===== config.mk =====
export PLATFORM = sky130hd
export DESIGN_NAME = dsf_sqrt
export DESIGN_NICKNAME = d
export VERILOG_FILES = /design/src/rtl/core/dsf_pkg.sv /design/src/rtl/core/dsf_sqrt.sv
export VERILOG_INCLUDE_DIRS = /design/src /design/src/rtl/core
export SDC_FILE = /design/constraint.sdc
export NUM_CORES = 2
export LEC_CHECK = 0
export BUFFER_PORTS_ARGS = -buffer_cell sky130_fd_sc_hd__buf_2
export CAP_MARGIN = 20
export CELL_PAD_IN_SITES_DETAIL_PLACEMENT = 1
export CELL_PAD_IN_SITES_GLOBAL_PLACEMENT = 1
export CORE_AREA = 2 2 673 675
export CTS_CLUSTER_SIZE = 12
export DETAILED_ROUTE_END_ITERATION = 10
export DIE_AREA = 0 0 675 677
export PLACE_DENSITY_LB_ADDON = 0.1
export SYNTH_ARGS = -nofsm -noshare
export SYNTH_HDL_FRONTEND = slang
export SYNTH_MEMORY_MAX_BITS = 65536
export SYNTH_SLANG_ARGS = --single-unit

===== constraint.sdc =====
create_clock -name clk -period 3.6 [get_ports clk]
set_input_delay 0.18 -clock clk [delete_from_list [all_inputs] [get_ports clk]]
set_output_delay 0.18 -clock clk [all_outputs]
set_load 0.01 [all_outputs]

===== src/rtl/core/damped_spring_force_assert.svh =====
// assertion macros shared by the spring force rtl
// expects clk and rst in the scope of each use
`ifndef DAMPED_SPRING_FORCE_ASSERT_SVH
`define DAMPED_SPRING_FORCE_ASSERT_SVH

// checked outside reset
`define DSF_ASSERT(label, expr, msg) \
  label: assert property (@(posedge clk) disable iff (rst) (expr)) else $error(msg);

// checked on every edge, reset included
`define DSF_ASSERT_ALWAYS(label, expr, msg) \
  label: assert property (@(posedge clk) (expr)) else $error(msg);

`endif


===== src/rtl/core/dsf_pkg.sv =====
// shared widths, register codes and types for the spring force pipeline
// no dependencies
package dsf_pkg;

  localparam int LEN_W = 33;          // spring length, raw fixed point
  localparam int RAD_W = 2 * LEN_W;   // sum of squared differences
  localparam int SUM_W = 66;          // exact force sums before clipping

  localparam logic [1:0] REG_STIFFNESS = 2'd0;
  localparam logic [1:0] REG_DAMPING   = 2'd1;
  localparam logic [1:0] REG_GRAVITY_Y = 2'd2;

  typedef struct packed {
    logic [30:0]        stiffness;
    logic [30:0]        damping;
    logic signed [31:0] gravity_y;
  } cfg_t;

  // clip an exact sum to 32 bits
  function automatic logic [31:0] sat32(input logic [SUM_W-1:0] v);
    logic [31:0] r;
    if (!v[SUM_W-1] && (|v[SUM_W-2:31])) begin
      r = 32'h7fff_ffff;
    end else if (v[SUM_W-1] && !(&v[SUM_W-2:31])) begin
      r = 32'h8000_0000;
    end else begin
      r = v[31:0];
    end
    return r;
  endfunction

  function automatic logic clipped(input logic [SUM_W-1:0] v);
    return v[SUM_W-1] ? !(&v[SUM_W-2:31]) : (|v[SUM_W-2:31]);
  endfunction

endpackage


===== src/rtl/core/dsf_sqrt.sv =====
// pipelined integer square root, one root bit per stage, with a sideband
// depends on dsf_pkg and damped_spring_force_assert.svh
`include "damped_spring_force_assert.svh"
module dsf_sqrt #(
  parameter int SW = 8
) (
  input  logic                       clk,
  input  logic                       rst,
  input  logic                       ce,
  input  logic                       in_vld,
  input  logic [dsf_pkg::RAD_W-1:0]  rad,
  input  logic [SW-1:0]              side_in,
  output logic                       out_vld,
  output logic [dsf_pkg::LEN_W-1:0]  root,
  output logic [SW-1:0]              side_out
);
  import dsf_pkg::*;

  localparam int NS    = LEN_W;
  localparam int REM_W = LEN_W + 4;

  logic             vld_q  [NS];
  logic [RAD_W-1:0] rad_q  [NS];
  logic [REM_W-1:0] rem_q  [NS];
  logic [LEN_W-1:0] root_q [NS];
  logic [SW-1:0]    side_q [NS];

  for (genvar k = 0; k < NS; k++) begin : g_stg
    logic             vs;
    logic [RAD_W-1:0] rs;
    logic [REM_W-1:0] ms;
    logic [LEN_W-1:0] ts;
    logic [SW-1:0]    ss;
    logic [REM_W-1:0] sh;
    logic [REM_W-1:0] trial;
    logic             ge;

    if (k == 0) begin : g_first
      assign vs = in_vld;
      assign rs = rad;
      assign ms = '0;
      assign ts = '0;
      assign ss = side_in;
    end else begin : g_next
      assign vs = vld_q[k-1];
      assign rs = rad_q[k-1];
      assign ms = rem_q[k-1];
      assign ts = root_q[k-1];
      assign ss = side_q[k-1];
    end

    // bring down the next radicand pair, try (root << 2) | 1
    assign sh    = {ms[REM_W-3:0], rs[2*(NS-1-k)+1 -: 2]};
    assign trial = {2'b00, ts, 2'b01};
    assign ge    = (sh >= trial);

    always_ff @(posedge clk) begin
      if (rst) begin
        vld_q[k] <= 1'b0;
      end else if (ce) begin
        vld_q[k] <= vs;
      end
      if (ce) begin
        rad_q[k]  <= rs;
        rem_q[k]  <= ge ? sh - trial : sh;
        root_q[k] <= {ts[LEN_W-2:0], ge};
        side_q[k] <= ss;
      end
    end
  end

  assign out_vld  = vld_q[NS-1];
  assign root     = root_q[NS-1];
  assign side_out = side_q[NS-1];

  `DSF_ASSERT(a_sqrt_rem_bound, (vld_q[NS-1] |-> (rem_q[NS-1] <= {3'b000, root_q[NS-1], 1'b0})), "sqrt remainder above twice the root")

endmodule


==> metrics <==
Max Slew Vio Count 0; largest net degree at the start of global routing 133; Nets 11700; global-route wire length before repair 516000 µm; Sw Share 28.7%; Antenna Violating Nets Remaining 0; cts bufs inserted 359; total grt overflow 0; DR vias/cell 4.68; fraction of layout cells with a size suffix above 1 12.2%; initial DRC count 4236; Pwr Density 642 mW/mm²; Slew headroom 38.4%; Ports 120; Primary FF master, synth edfxtp_1; number of global-route vias before repair 86300; r2r endpoint rem_q[0][1144]; Top Layer Used met4; root buffer cell clkbuf_16; DRC 0; Seq pwr share 45.3%; Max IR drop VDD 382 µV; post-synthesis sequential area ratio 66.6%; clock share of power 34.8%; gr usage total 14.3%; Final HPWL DP 243000 µm; Arr. time, crit path 4.16 ns; Fmax 285 MHz; WHS Path Cells 3; FILL cells 47300; met3 WL post-DR 8410 µm; Mapped Nets 10800; Die Span X 675 µm; clk_skew 0.0406 ns; post-synthesis cell area 0.134 mm²; #FFs+latches synth 2981; Port Buf Inserts 119; syn_area_per_cell 13.3 µm²; core box area 0.451 mm²; R2R setup slack 0.09 ns; antenna violations before repair 3; Critical Path Fanout Max 4; 1st-pass router iterations 5; Post-Syn Instances 10100; total number of vias 81000; Worst-path clk slew 0.05 ns; Post-synth ARST share 0%; clk sinks 2981; RSZ-0062 raised after global routing yes; H-tree depth 5; Critical Path End Type register; Die Area 0.457 mm²; Ys Warns 0; commonest non-fill, non-tap cell in the layout edfxtp_1; Max Root-Sink Buffers 4; die height 677 µm; worst-margin pin slew 0.916 ns; Area growth syn-to-layout 19.0%; fin crit period 3.51 ns; MaxCap Viol Count 0; Final Hold Vio Count 0; Post-synth EDFFs 2981; hold path startpoint rad[65]; Switching Power 0.0295 W; GPL Wtd Cong 0.820; synth unique cells 86; P_int 0.0732 W; cells on worst reg2reg path 12; worst skew pair latency 0.94 ns; PnR worst setup slack 0.0908 ns; Fin Hold WS 0.114 ns; DR WL/cell 19.1 µm; Hold EP rem_q[0][0]; Rows 247; Initial Util 29.8%; crit share post-route 97.5%; Routed WL 331000 µm; Comb pwr share 19.9%; Final setup violation count 0; launch point of the worst reg-to-reg path root_q[0][959]; status finished clean; Setup crit start kind register; commonest non-fill, non-tap cells in the layout edfxtp_1, inv_1, nand2_1; CTS tree yes; Post-Place Setup Slack -0.725 ns; Pleak 59.9 nW; critical path type reg -> reg; Hold WC Path Type in -> reg; critical path required time 4.25 ns; met2 WL post-DR 165000 µm; Metal-1 WL 149000 µm
## kinds of logic (layout without fill, tap and decap cells)
logic type / count (synthesis) / in the layout / synth area share (%)
AND/OR/NAND/NOR: 2612 / 2612 / 9.55
other: 1 / 3 / 0.00279
XOR/XNOR: 910 / 910 / 5.93
flip-flops: 2981 / 2981 / 66.6
adder cells (fa/ha/maj): 596 / 596 / 5.55
AO/OA/AOI/OAI: 1947 / 1947 / 8.99
multiplexers: 90 / 90 / 0.746
buffers and inverters: 944 / 2190 / 2.65
## worst max path at each step
stage                                end            from  depth (start not counted)  slack [ns]
final                     rem_q[0][1144]  root_q[0][959]                         12        0.09
after global placement     rem_q[0][741]   rem_q[0][704]                         12       -0.77
after CTS                  rem_q[0][963]  root_q[0][827]                         14     -0.0008
after global routing       rem_q[0][919]  root_q[0][760]                         12       -0.03
after floorplan            rem_q[0][620]   rem_q[0][555]                         11        0.20
after detailed placement   rem_q[0][741]   rem_q[0][704]                         12       -0.72
## power by group through the flow
stage | clock [W] | sequential [W] | combinational, W
after floorplan | 0 | 0.0457 | 0.0136
after global placement | 0 | 0.0474 | 0.0201
after detailed placement | 0 | 0.0474 | 0.0203
after CTS | 0.0373 | 0.0467 | 0.0206
after global routing | 0.0384 | 0.0470 | 0.0230
final | 0.0358 | 0.0465 | 0.0205
## worst max-delay path: stages, from the launching register on
cell and delay (ns):
edfxtp_1 0.48, inv_1 0.07, ha_1 0.35, o211a_1 0.17
o31ai_1 0.07, a311oi_1 0.48, buf_4 0.23, o31ai_1 0.11
a31o_2 0.25, o21ai_0 0.39, a221oi_2 0.15, o311ai_0 0.40
xnor2_1 0.11
## stage by stage
| step | TNS, ns | cells | total power [W] | util, % | instance area, µm² |
|---|---|---|---|---|---|
| 2_1_floorplan | 0 | 10100 | 0.0593 | - | 134000 |
| 3_3_place_gp | -3.12 | 16500 | 0.0674 | 32.5 | 146000 |
| 3_5_place_dp | -1.59 | 16500 | 0.0677 | 32.5 | 146000 |
| 4_1_cts | -0.000782 | 17300 | 0.105 | 35.4 | 159000 |
| 5_1_grt | -0.133 | 17300 | 0.108 | 35.5 | 160000 |
| 6_report | 0 | 17300 | 0.103 | 35.5 | 160000 |
## sequential cells by signal, indices dropped and copies added, names as in the netlist
name and flops:
vld_q 33, rem_q 1067, side_q 264, root_q 561, rad_q 1056
## cell usage after synthesis, types with 16 or more instances
master | count | area [µm²]
a2111oi_0 | 21 | 184
a211o_1 | 16 | 140
a211oi_1 | 62 | 465
a21boi_0 | 32 | 240
a21o_1 | 210 | 1580
a21oi_1 | 584 | 2920
a31o_2 | 16 | 140
a31oi_1 | 41 | 257
and2_1 | 54 | 338
and3_1 | 46 | 288
clkbuf_1 | 166 | 623
edfxtp_1 | 2981 | 89500
ha_1 | 596 | 7460
inv_1 | 762 | 2860
mux2_2 | 81 | 912
nand2_1 | 707 | 2650
nand2b_1 | 114 | 713
nand3_1 | 182 | 911
nand3b_1 | 23 | 173
nand4_1 | 108 | 676
nand4b_1 | 17 | 149
nor2_1 | 614 | 2300
nor2b_1 | 73 | 457
nor3_1 | 261 | 1310
nor3b_1 | 22 | 165
nor4_1 | 138 | 863
o2111ai_1 | 17 | 149
o211ai_1 | 36 | 270
o21a_1 | 103 | 773
o21ai_0 | 529 | 2650
o21bai_1 | 49 | 368
o31a_1 | 23 | 201
o31ai_1 | 64 | 480
or2_2 | 41 | 257
or3_1 | 103 | 644
or4_1 | 55 | 413
xnor2_1 | 458 | 4010
xor2_1 | 452 | 3960
## cell type report
class	instances	area, µm²	area share, %
Sequential cell	2981	89500	56.0
Multi-Input combinational cell	6156	42000	26.2
Clock buffer	426	9340	5.84
Tap cell	5976	7480	4.67
Timing Repair Buffer	779	6560	4.10
Inverter	762	2860	1.79
Clock inverter	223	2280	1.42
Antenna cell	2	5.00	0.00313
## routing by layer
| layer | GRT usage, % | vias to the layer above |
|---|---|---|
| met5 | 0 | - |
| met4 | 3.78 | 0 |
| met3 | 1.60 | 476 |
| met2 | 25.1 | 835 |
| met1 | 18.5 | 40300 |
| li1 | - | 39400 |
## repair_timing
action,CTS,global route
setup endpoints to repair,47,342
resized for setup,19,100
endpoints found under the hold margin,142,0
pin swaps,0,17
buffers inserted,0,13
hold buffers,154,0
Power figures use the tool's default switching activity.
