===== src/rtl/core/damped_spring_force_assert.svh =====
// assertion macros shared by the spring force rtl
// expects clk and rst in the scope of each use
`ifndef DAMPED_SPRING_FORCE_ASSERT_SVH
`define DAMPED_SPRING_FORCE_ASSERT_SVH

// checked outside reset
`define DSF_ASSERT(label, expr, msg) \
  label: assert property (@(posedge clk) disable iff (rst) (expr)) else $error(msg);

// checked on every edge, reset included
`define DSF_ASSERT_ALWAYS(label, expr, msg) \
  label: assert property (@(posedge clk) (expr)) else $error(msg);

`endif


===== src/rtl/core/dsf_pkg.sv =====
// shared widths, register codes and types for the spring force pipeline
// no dependencies
package dsf_pkg;

  localparam int LEN_W = 33;          // spring length, raw fixed point
  localparam int RAD_W = 2 * LEN_W;   // sum of squared differences
  localparam int SUM_W = 66;          // exact force sums before clipping

  localparam logic [1:0] REG_STIFFNESS = 2'd0;
  localparam logic [1:0] REG_DAMPING   = 2'd1;
  localparam logic [1:0] REG_GRAVITY_Y = 2'd2;

  typedef struct packed {
    logic [30:0]        stiffness;
    logic [30:0]        damping;
    logic signed [31:0] gravity_y;
  } cfg_t;

  // clip an exact sum to 32 bits
  function automatic logic [31:0] sat32(input logic [SUM_W-1:0] v);
    logic [31:0] r;
    if (!v[SUM_W-1] && (|v[SUM_W-2:31])) begin
      r = 32'h7fff_ffff;
    end else if (v[SUM_W-1] && !(&v[SUM_W-2:31])) begin
      r = 32'h8000_0000;
    end else begin
      r = v[31:0];
    end
    return r;
  endfunction

  function automatic logic clipped(input logic [SUM_W-1:0] v);
    return v[SUM_W-1] ? !(&v[SUM_W-2:31]) : (|v[SUM_W-2:31]);
  endfunction

endpackage


===== src/rtl/core/dsf_apb.sv =====
// configuration registers behind an apb-style port
// depends on dsf_pkg
module dsf_apb #(
  parameter int FRAC_BITS = 16
) (
  input  logic         clk,
  input  logic         rst,
  input  logic         psel,
  input  logic         penable,
  input  logic         pwrite,
  input  logic [3:0]   paddr,
  input  logic [31:0]  pwdata,
  output logic [31:0]  prdata,
  output logic         pready,
  output dsf_pkg::cfg_t cfg
);
  import dsf_pkg::*;

  localparam logic [30:0] STIFF_RST = 31'(100 << FRAC_BITS);
  localparam logic [30:0] DAMP_RST  = 31'(1 << (FRAC_BITS - 1));
  localparam int          GRAV_MAG  = ((98 << FRAC_BITS) + 5000) / 10000;
  localparam logic [31:0] GRAV_RST  = 32'(-GRAV_MAG);

  logic       wr;
  logic [1:0] idx;

  assign pready = 1'b1;
  assign idx    = paddr[3:2];
  assign wr     = psel && penable && pwrite;

  always_ff @(posedge clk) begin
    if (rst) begin
      cfg.stiffness <= STIFF_RST;
      cfg.damping   <= DAMP_RST;
      cfg.gravity_y <= GRAV_RST;
    end else if (wr) begin
      case (idx)
        REG_STIFFNESS: cfg.stiffness <= pwdata[30:0];
        REG_DAMPING:   cfg.damping   <= pwdata[30:0];
        REG_GRAVITY_Y: cfg.gravity_y <= pwdata;
        default: ;
      endcase
    end
  end

  always_comb begin
    case (idx)
      REG_STIFFNESS: prdata = {1'b0, cfg.stiffness};
      REG_DAMPING:   prdata = {1'b0, cfg.damping};
      REG_GRAVITY_Y: prdata = cfg.gravity_y;
      default:       prdata = '0;
    endcase
  end

endmodule


===== config.mk =====
export PLATFORM = sky130hd
export DESIGN_NAME = dsf_apb
export DESIGN_NICKNAME = d
export VERILOG_FILES = /design/src/rtl/core/damped_spring_force_assert.svh /design/src/rtl/core/dsf_pkg.sv /design/src/rtl/core/dsf_apb.sv
export SDC_FILE = /design/constraint.sdc
export NUM_CORES = 1
export LEC_CHECK = 0
export BUFFER_PORTS_ARGS = -buffer_cell sky130_fd_sc_hd__buf_2
export CAP_MARGIN = 20
export CORE_ASPECT_RATIO = 0.7
export CORE_MARGIN = 3
export CORE_UTILIZATION = 30
export CTS_CLUSTER_SIZE = 20
export DETAILED_ROUTE_END_ITERATION = 6
export GPL_TIMING_DRIVEN = 0
export HOLD_SLACK_MARGIN = 0.05
export SLEW_MARGIN = 20
export SYNTH_ARGS = -nofsm -noshare
export SYNTH_HDL_FRONTEND = slang
export SYNTH_SLANG_ARGS = --single-unit

===== constraint.sdc =====
create_clock -name clk -period 1.4 [get_ports clk]
set_input_delay 0.07 -clock clk [delete_from_list [all_inputs] [get_ports clk]]
set_output_delay 0.07 -clock clk [all_outputs]
set_load 0.1 [all_outputs]

==> impl_metrics.py, run 1 <==
metrics = {
    "drt": {
        "wl_um": 15700,
        "ant_nets": 0,
        "wire_per_inst_um": 17.7,
        "drt-initial-drc-count": 129,
        "drc": 0,
        "drt-pass1-iter-count": 4,
        "vias": 4169,
        "vias_per_cell": 4.72,
    },
    "setup_path": {
        "reg2regPathDepth": 2,
        "slowest_stage": "buf_4",
        "path_delay_family": "buffers and inverters",
        "reg2reg_slack_ns": 0.73,
        "start_kind": "primary input",
        "r2r-start": "cfg[85]$_SDFFE_PP1P_",
        "cp.arrival_ns": 1.26,
        "slowest_delay_ns": 0.30,
        "endpoint_kind": "output port",
        "path_buf_inv": 3,
        "path_class": "in -> out",
        "timing.critical_path.required_ns": 1.33,
        "cp_cell_sequence": "clkbuf_4, and2b_2, clkbuf_4, nand2_1, o21ai_4, buf_4",
        "rr_endpoint": "cfg[85]$_SDFFE_PP1P_",
        "path_max_fanout": 10,
        "cpMostUsedCell": "clkbuf_4",
    },
    "finish": {
        "final_nets": 730,
        "regArea_um2": 2060,
        "mostFrequentLayoutCell": "buf_2",
        "largest_reg_flops": 94,
        "reg.largest.list": "cfg: 94 flops",
        "multi_input_area_um2": 2760,
        "area_growth_pct": 54.3,
        "num-fill-cells": 1303,
        "largest_register": "cfg",
        "drive_gt1_share_pct": 47.6,
        "diodes": 0,
        "final_cell_mix": "buf_2, mux2i_1, nand2b_1, dfxtp_2, nor2_1",
    },
    "run_status": {
        "status": "completed",
    },
    "placed_design": {
        "io_buffers": 162,
        "dp_hpwl_um": 11500,
        "place.gp.congestion": 0.773,
        "post-place-ws_ns": -0.553,
    },
    "grt": {
        "grt_pass1_vias": 4364,
        "grt_pass1_wl_um": 24200,
        "overflow": 0,
        "grt_start_max_net_pins": 16,
        "antenna_found_initial": 1,
        "grt_use_total_pct": 18.9,
    },
    "clock_tree": {
        "clkTransAtPathRegs_ns": 0.06,
        "post_cts_buffers": 0,
        "cts-root-buf": "clkbuf_16",
        "clockBufferDepth": 2,
        "cts_tree": "built",
        "cts_buffers": 9,
        "htree_levels": 3,
        "clock_latency_ns": 0.35,
        "cts_sinks": 94,
    },
    "yosys": {
        "yosys_warnings": 0,
        "synth_edf_count": 0,
        "ys_seq_area_share_pct": 42.0,
        "synth_seq_cells": 94,
        "synth_area_um2": 4480,
        "synth.net_count": 525,
        "synth_async_sr_flop_share_pct": 0,
        "synth.distinct_cells": 19,
        "synthCells": 484,
        "avgSynthCellArea_um2": 9.26,
        "synthFlopType": "dfxtp_1",
    },
    "sta": {
        "fin_crit_sh_pct": 95.2,
        "setup_viol": 0,
        "grt_setup_unrepaired": "no",
        "finalHoldViolations": 0,
        "period_needed_ns": 1.33,
        "slew_headroom_pct": 52.5,
        "finalClockSkew_ns": 0,
        "max_freq_mhz": 750,
        "setup_slack_ns": 0.0673,
        "tightest_slew_ns": 0.712,
        "slew_violations": 0,
    },
    "power_and_ir_drop": {
        "swShare_pct": 32.2,
        "p_per_area_nw_per_um2": 976,
        "pwr-share-clk_pct": 37.6,
        "power_leakage_nw": 2.99,
        "p_seq_share_pct": 40.1,
        "p_sw_mw": 2.18,
        "p_int_mw": 4.58,
        "p_comb_share_pct": 22.4,
        "power_mw": 6.75,
        "vdd_drop_max_mv": 0.508,
    },
    "min_path": {
        "holdPathStages": 3,
        "min_from": "paddr[2]",
        "hp-class": "in -> reg",
        "hold_end": "cfg[63]$_SDFFE_PP0P_",
    },
    "floorplanning": {
        "start_util_pct": 31.4,
        "core_um2": 14300,
        "design.die.area_um2": 16500,
        "io_pins": 168,
        "die_h_um": 108,
        "rows": 36,
        "fp.dieW_um": 152,
    },
    "flow_run": {
        "drv_cap": 0,
    },
}
worst max path at each step:
stage | start | endpoint | slack, ns | cells past startpoint
detailed placement | paddr[2] | prdata[5] | -0.55 | 6
finish | paddr[2] | prdata[13] | 0.07 | 6
floorplan | cfg[32]$_SDFFE_PP0P_ | prdata[0] | -0.15 | 2
CTS | paddr[2] | prdata[11] | 0.0002 | 6
global placement | paddr[2] | prdata[4] | -0.52 | 6
global route | paddr[2] | prdata[23] | 0.01 | 6
per-stage QoR:
| step | setup TNS [ns] | instance area (um^2) | cells | util (%) | hold slack, ns |
|---|---|---|---|---|---|
| 2_1_floorplan | -2.54 | 5010 | 484 | - | 0.218 |
| 3_3_place_gp | -14.74 | 6060 | 836 | 42.4 | 0.346 |
| 3_5_place_dp | -15.50 | 6060 | 836 | 42.4 | 0.354 |
| 4_1_cts | 0 | 6890 | 884 | 48.3 | 0.245 |
| 5_1_grt | 0 | 6920 | 884 | 48.5 | 0.227 |
| 6_report | 0 | 6920 | 884 | 48.5 | 0.195 |
tightest hold or removal path: stages:
cell,delay (ns)
clkbuf_4,0.20
nor3_2,0.11
mux2i_1,0.12
cells by family after synthesis:
family	synth area share, %
and+or+nand+nor	22.1
other	0.0836
buffers and inverters	4.44
AOI/OAI and AO/OA	3.46
DFF	42.0
muxes	27.9
metal layers:
| metal | share of wire [%] | up-vias | global-route usage, % |
|---|---|---|---|
| li1 | - | 2014 | - |
| met1 | 47 | 1991 | 25.1 |
| met2 | 45 | 140 | 30.2 |
| met3 | 5.7 | 22 | 5.32 |
| met4 | 1.5 | 2 | 5.39 |
| met5 | 0.083 | - | 0 |
Yosys cell counts, types with 2 or more instances:
library cell	instances	area [um^2]
buf_2	9	45.0
buf_4	7	52.6
buf_6	2	22.5
clkbuf_1	21	78.8
dfxtp_1	94	1880
mux2i_1	125	1250
nand2_1	31	116
nand2b_1	92	576
nor2_1	62	233
nor3b_1	2	15.0
o21ai_0	31	155
power by group through the flow:
stage	logic [mW]	registers, mW	clock network [mW]
after floorplan	0.824	3.01	0
after global placement	1.35	2.76	0
after detailed placement	1.36	2.76	0
after CTS	1.51	2.70	2.60
after global routing	1.57	2.71	2.71
final	1.51	2.70	2.54
repair_timing:
action	CTS	global route
hold endpoints to repair	92	0
setup endpoints to repair	32	29
hold buffers	32	0
gates resized for setup	68	8
final cells by class:
| class | count | area share (%) |
|---|---|---|
| well taps | 190 | 3.44 |
| flip-flops and latches | 94 | 29.7 |
| clock inverters | 4 | 0.344 |
| multi-input cells | 351 | 39.9 |
| clock buffers | 12 | 4.18 |
| repair buffers | 194 | 19.0 |
| plain buffers | 39 | 3.38 |
Note: power is estimated with default switching activity, not from simulation.
==> inputs of run 2 (changes only) <==
CELL_PAD_IN_SITES_DETAIL_PLACEMENT = 1   (was unset)
CELL_PAD_IN_SITES_GLOBAL_PLACEMENT = 1   (was unset)
CORE_UTILIZATION = 35   (was 30)
GPL_ROUTABILITY_DRIVEN = 0   (was unset)
PLACE_DENSITY_LB_ADDON = 0.1   (was unset)
==> run 2 against run 1 <==
Against the previous run: sequential power about the same; register-to-register slack got worse by 0.05 ns; largest cell class unchanged; critical endpoint is now prdata[3]; combinational power barely moved; clock power is essentially flat; die area fell by 14%.
==> impl_metrics.py, run 2 (synthesis results as in run 1) <==
metrics = {
    "setup_path": {
        "endpoint_kind": "output port",
        "path_delay_family": "buffers and inverters",
        "reg2reg_slack_ns": 0.68,
        "slowest_delay_ns": 0.31,
        "cp.arrival_ns": 1.30,
        "r2r-start": "cfg[85]$_SDFFE_PP1P_",
        "rr_endpoint": "cfg[85]$_SDFFE_PP1P_",
        "critPathLaunch": "paddr[3]",
        "path_class": "in -> out",
        "timing.critical_path.required_ns": 1.33,
        "path_max_fanout": 10,
        "reg2regPathDepth": 2,
        "cpMostUsedCell": "buf_2",
        "cp_cell_sequence": "buf_2, buf_2, buf_6, mux2i_1, o21ai_4, buf_4",
        "slowest_stage": "mux2i_1",
        "start_kind": "primary input",
        "path_buf_inv": 4,
    },
    "sta": {
        "tightest_slew_ns": 0.686,
        "grt_setup_unrepaired": "yes",
        "setup_viol": 0,
        "slew_headroom_pct": 54.3,
        "max_freq_mhz": 732,
        "period_needed_ns": 1.37,
        "finalSetupTns_ns": 0,
        "fin_crit_sh_pct": 97.6,
        "finalClockSkew_ns": 0,
        "setup_slack_ns": 0.0339,
        "fin_hold_ws_ns": 0.0637,
        "finalHoldViolations": 0,
        "slew_violations": 0,
    },
    "power_and_ir_drop": {
        "power_leakage_nw": 2.97,
        "p_per_area_nw_per_um2": 985,
        "power_mw": 6.75,
        "vdd_drop_max_mv": 0.620,
    },
    "drt": {
        "drt-pass1-iter-count": 4,
        "drc": 0,
        "wire_per_inst_um": 18.7,
        "vias": 4189,
        "wl_um": 15900,
        "drt-initial-drc-count": 95,
        "ant_nets": 0,
        "vias_per_cell": 4.93,
    },
    "grt": {
        "overflow": 0,
        "grt_pass1_wl_um": 24500,
        "grt_pass1_vias": 4487,
        "grt_use_total_pct": 22.0,
        "antenna_found_initial": 0,
        "grt_start_max_net_pins": 15,
    },
    "min_path": {
        "min_from": "pwdata[0]",
        "hp-class": "in -> reg",
        "hold_end": "cfg[0]$_SDFFE_PP0P_",
        "holdPathStages": 3,
    },
    "finish": {
        "fin_cells": 849,
        "diodes": 0,
        "area_growth_pct": 52.9,
        "fin_area_um2": 6860,
        "largest_register": "cfg",
        "fin_util_pct": 56.7,
        "final_cell_mix": "buf_2, mux2i_1, nand2b_1, dfxtp_2, nor2_1",
        "largest_reg_flops": 94,
        "drive_gt1_share_pct": 47.7,
        "reg.largest.list": "cfg: 94 flops",
        "final_nets": 729,
        "mostFrequentLayoutCell": "buf_2",
    },
    "clock_tree": {
        "clock_latency_ns": 0.34,
        "clockBufferDepth": 2,
        "cts_buffers": 9,
        "htree_levels": 3,
        "cts_tree": "built",
        "cts-root-buf": "clkbuf_16",
        "clkTransAtPathRegs_ns": 0.07,
        "cts_sinks": 94,
    },
    "floorplanning": {
        "start_util_pct": 37.1,
        "rows": 33,
        "die_h_um": 101,
        "io_pins": 168,
        "core_um2": 12100,
        "fp.dieW_um": 141,
        "design.die.area_um2": 14200,
    },
    "flow_run": {
        "drv_cap": 0,
    },
    "placed_design": {
        "io_buffers": 162,
        "postPlaceCellArea_um2": 6020,
        "dp_cells": 803,
        "dp_hpwl_um": 11700,
        "post-place-ws_ns": -0.564,
    },
    "run_status": {
        "status": "completed",
    },
}
-- run 2: layout make-up --
type                       count  area (um^2)
fill                        1368         5240
timing repair buffer         193         1290
sequential                    94         2060
clock inverter                 1         30.0
multi-input combinational    351         2770
clock buffer                  14          275
tap                          157          196
buffer                        39          230
-- run 2: where the power goes --
part | switching, mW | internal [mW]
clock | 1.01 | 1.54
sequential | 0.0314 | 2.67
combinational | 1.07 | 0.435
total | 2.11 | 4.64
-- run 2: tightest hold or removal path: cells and delay by family --
kind / cells / cell delay (ns)
buf+inv: 1 / 0.11
simple gates: 1 / 0.11
mux: 1 / 0.08
-- run 2: timing repair --
action                     in CTS  in global routing
hold buffers                   30                  0
buffers inserted                0                  1
pin swaps                       0                  0
setup endpoints to repair      32                 29
hold endpoints to repair       76                  0
gates resized for setup        44                 30
-- run 2: per-layer routing --
metal	up-vias	wire, um	share of wire [%]	GRT usage (%)
met2	117	7520	47	37.9
met4	0	159	1.0	5.66
met5	-	0	0	0
li1	2018	-	-	-
met3	14	910	5.7	5.36
met1	2040	7270	46	27.8
-- run 2: worst max path at each step --
stage                       to  cells after the start
finish               prdata[3]                      6
global route         prdata[3]                      6
CTS                  prdata[4]                      6
detailed placement  prdata[15]                      6
global placement    prdata[15]                      6
floorplan            prdata[0]                      2
==> inputs of run 3 (changes only) <==
CORE_MARGIN = unset   (was 3)
clock period = 1.6 ns   (was 1.4 ns; I/O delays follow)
==> run 3 against run 2 <==
Against the previous run: first-iteration DRC count rose by 9.5%; critical endpoint is now prdata[18]; combinational power decreased by 16%; clock skew did not move; largest cell class unchanged.
==> impl_metrics.py, run 3 (synthesis results as in run 1) <==
metrics = {
    "flow_run": {
        "drv_cap": 0,
    },
    "power_and_ir_drop": {
        "p_int_mw": 4.08,
        "pwr-share-clk_pct": 38.1,
        "p_seq_share_pct": 40.4,
        "p_comb_share_pct": 21.5,
        "p_sw_mw": 1.86,
        "p_per_area_nw_per_um2": 898,
        "vdd_drop_max_mv": 0.517,
        "power_mw": 5.93,
        "swShare_pct": 31.3,
        "power_leakage_nw": 2.91,
    },
    "run_status": {
        "status": "completed",
    },
    "clock_tree": {
        "clkTransAtPathRegs_ns": 0.06,
        "cts_buffers": 9,
        "post_cts_buffers": 0,
        "htree_levels": 3,
        "cts_sinks": 94,
        "clockBufferDepth": 2,
        "cts_tree": "built",
        "cts-root-buf": "clkbuf_16",
        "clock_latency_ns": 0.34,
    },
    "finish": {
        "final_nets": 727,
        "num-fill-cells": 1475,
        "largest_reg_flops": 94,
        "mostFrequentLayoutCell": "buf_2",
        "regArea_um2": 1960,
        "final_cell_mix": "buf_2, mux2i_1, nand2b_1, dfxtp_2, nor2_1",
        "largest_register": "cfg",
        "reg.largest.list": "cfg: 94 flops",
        "drive_gt1_share_pct": 42.8,
        "area_growth_pct": 47.5,
        "diodes": 0,
        "multi_input_area_um2": 2750,
    },
    "setup_path": {
        "timing.critical_path.required_ns": 1.52,
        "start_kind": "primary input",
        "path_class": "in -> out",
        "reg2regPathDepth": 2,
        "path_max_fanout": 10,
        "cp.arrival_ns": 1.42,
        "rr_endpoint": "cfg[53]$_SDFFE_PP0P_",
        "endpoint_kind": "output port",
        "reg2reg_slack_ns": 0.93,
        "r2r-start": "cfg[53]$_SDFFE_PP0P_",
    },
    "floorplanning": {
        "core_um2": 12500,
        "rows": 34,
        "io_pins": 168,
        "fp.dieW_um": 137,
        "design.die.area_um2": 13300,
        "start_util_pct": 36.0,
        "die_h_um": 96.7,
    },
    "drt": {
        "ant_nets": 0,
        "wl_um": 15600,
        "drc": 0,
        "drt-pass1-iter-count": 4,
        "vias_per_cell": 4.96,
        "vias": 4228,
        "drt-initial-drc-count": 104,
        "wire_per_inst_um": 18.3,
    },
    "sta": {
        "grt_setup_unrepaired": "no",
        "finalClockSkew_ns": 0,
        "slew_headroom_pct": 53.4,
        "max_freq_mhz": 665,
        "period_needed_ns": 1.50,
        "fin_crit_sh_pct": 94.0,
        "finalSetupTns_ns": 0,
        "setup_viol": 0,
        "tightest_slew_ns": 0.699,
        "finalHoldViolations": 0,
        "slew_violations": 0,
    },
    "grt": {
        "grt_use_total_pct": 24.4,
        "overflow": 0,
        "antenna_found_initial": 0,
        "grt_pass1_vias": 4531,
        "grt_pass1_wl_um": 24500,
        "grt_start_max_net_pins": 15,
    },
    "placed_design": {
        "io_buffers": 162,
        "dp_hpwl_um": 11300,
    },
    "min_path": {
        "hp-class": "in -> reg",
        "holdPathStages": 3,
        "hold_end": "cfg[7]$_SDFFE_PP0P_",
        "min_from": "pwdata[7]",
    },
}
## run 3: changes by cell type in the layout (fill, tap and decap cells not counted), sizes merged
cell         delta
bufinv          +1
buf             -4
clkinvlp        +1
clkinv          +1
dlygate4sd3     -1
## run 3: worst max path at each step
stage	startpoint	to	slack (ns)	cells after the start
detailed placement	paddr[2]	prdata[16]	-0.31	6
floorplan	paddr[2]	prdata[10]	0.03	3
CTS	paddr[3]	prdata[30]	0.008	6
global route	paddr[2]	prdata[18]	0.002	6
finish	paddr[2]	prdata[18]	0.1	6
global placement	paddr[2]	prdata[18]	-0.32	6
## run 3: critical path: stages
cell      delay (ns)
buf_2           0.20
and2b_1         0.27
clkbuf_2        0.31
nand2_1         0.15
o21ai_4         0.08
buf_4           0.32
## run 3: layout make-up
| cell class | instances | area share [%] |
|---|---|---|
| timing repair buffer | 191 | 17.8 |
| clock inverter | 4 | 1.10 |
| tap | 162 | 3.07 |
| sequential | 94 | 29.7 |
| buffer | 39 | 3.24 |
| clock buffer | 11 | 3.52 |
| multi-input combinational | 351 | 41.6 |
## run 3: routing by layer
layer	vias up	global-route usage (%)	share of wire, %
li1	2015	-	-
met1	2090	31.3	47
met2	104	41.3	47
met3	19	5.03	4.2
met4	0	6.34	1.3
met5	-	0	0
## run 3: repair_timing
| item | in CTS | in global routing |
|---|---|---|
| cloned | 0 | 0 |
| hold buffers | 29 | 0 |
| resized for setup | 33 | 3 |
| setup endpoints to repair | 30 | 10 |
| hold endpoints to repair | 63 | 0 |
## run 3: power groups by stage
stage | clock [mW] | sequential [mW] | combinational (mW)
floorplan | 0 | 2.67 | 0.720
global placement | 0 | 2.45 | 1.18
detailed placement | 0 | 2.45 | 1.19
CTS | 2.30 | 2.40 | 1.28
global route | 2.40 | 2.40 | 1.33
finish | 2.26 | 2.40 | 1.27
## run 3: per-stage QoR
step / util [%] / hold WS [ns] / instance area [um^2] / cells / setup WS (ns)
finish: 53.0 / 0.0588 / 6610 / 852 / 0.0962
global route: 53.0 / 0.0890 / 6610 / 852 / 0.00218
CTS: 53.0 / 0.0528 / 6600 / 852 / 0.00790
detailed placement: 47.6 / 0.355 / 5930 / 808 / -0.311
global placement: 47.5 / 0.342 / 5930 / 808 / -0.322
floorplan: - / 0.228 / 4910 / 484 / 0.0319
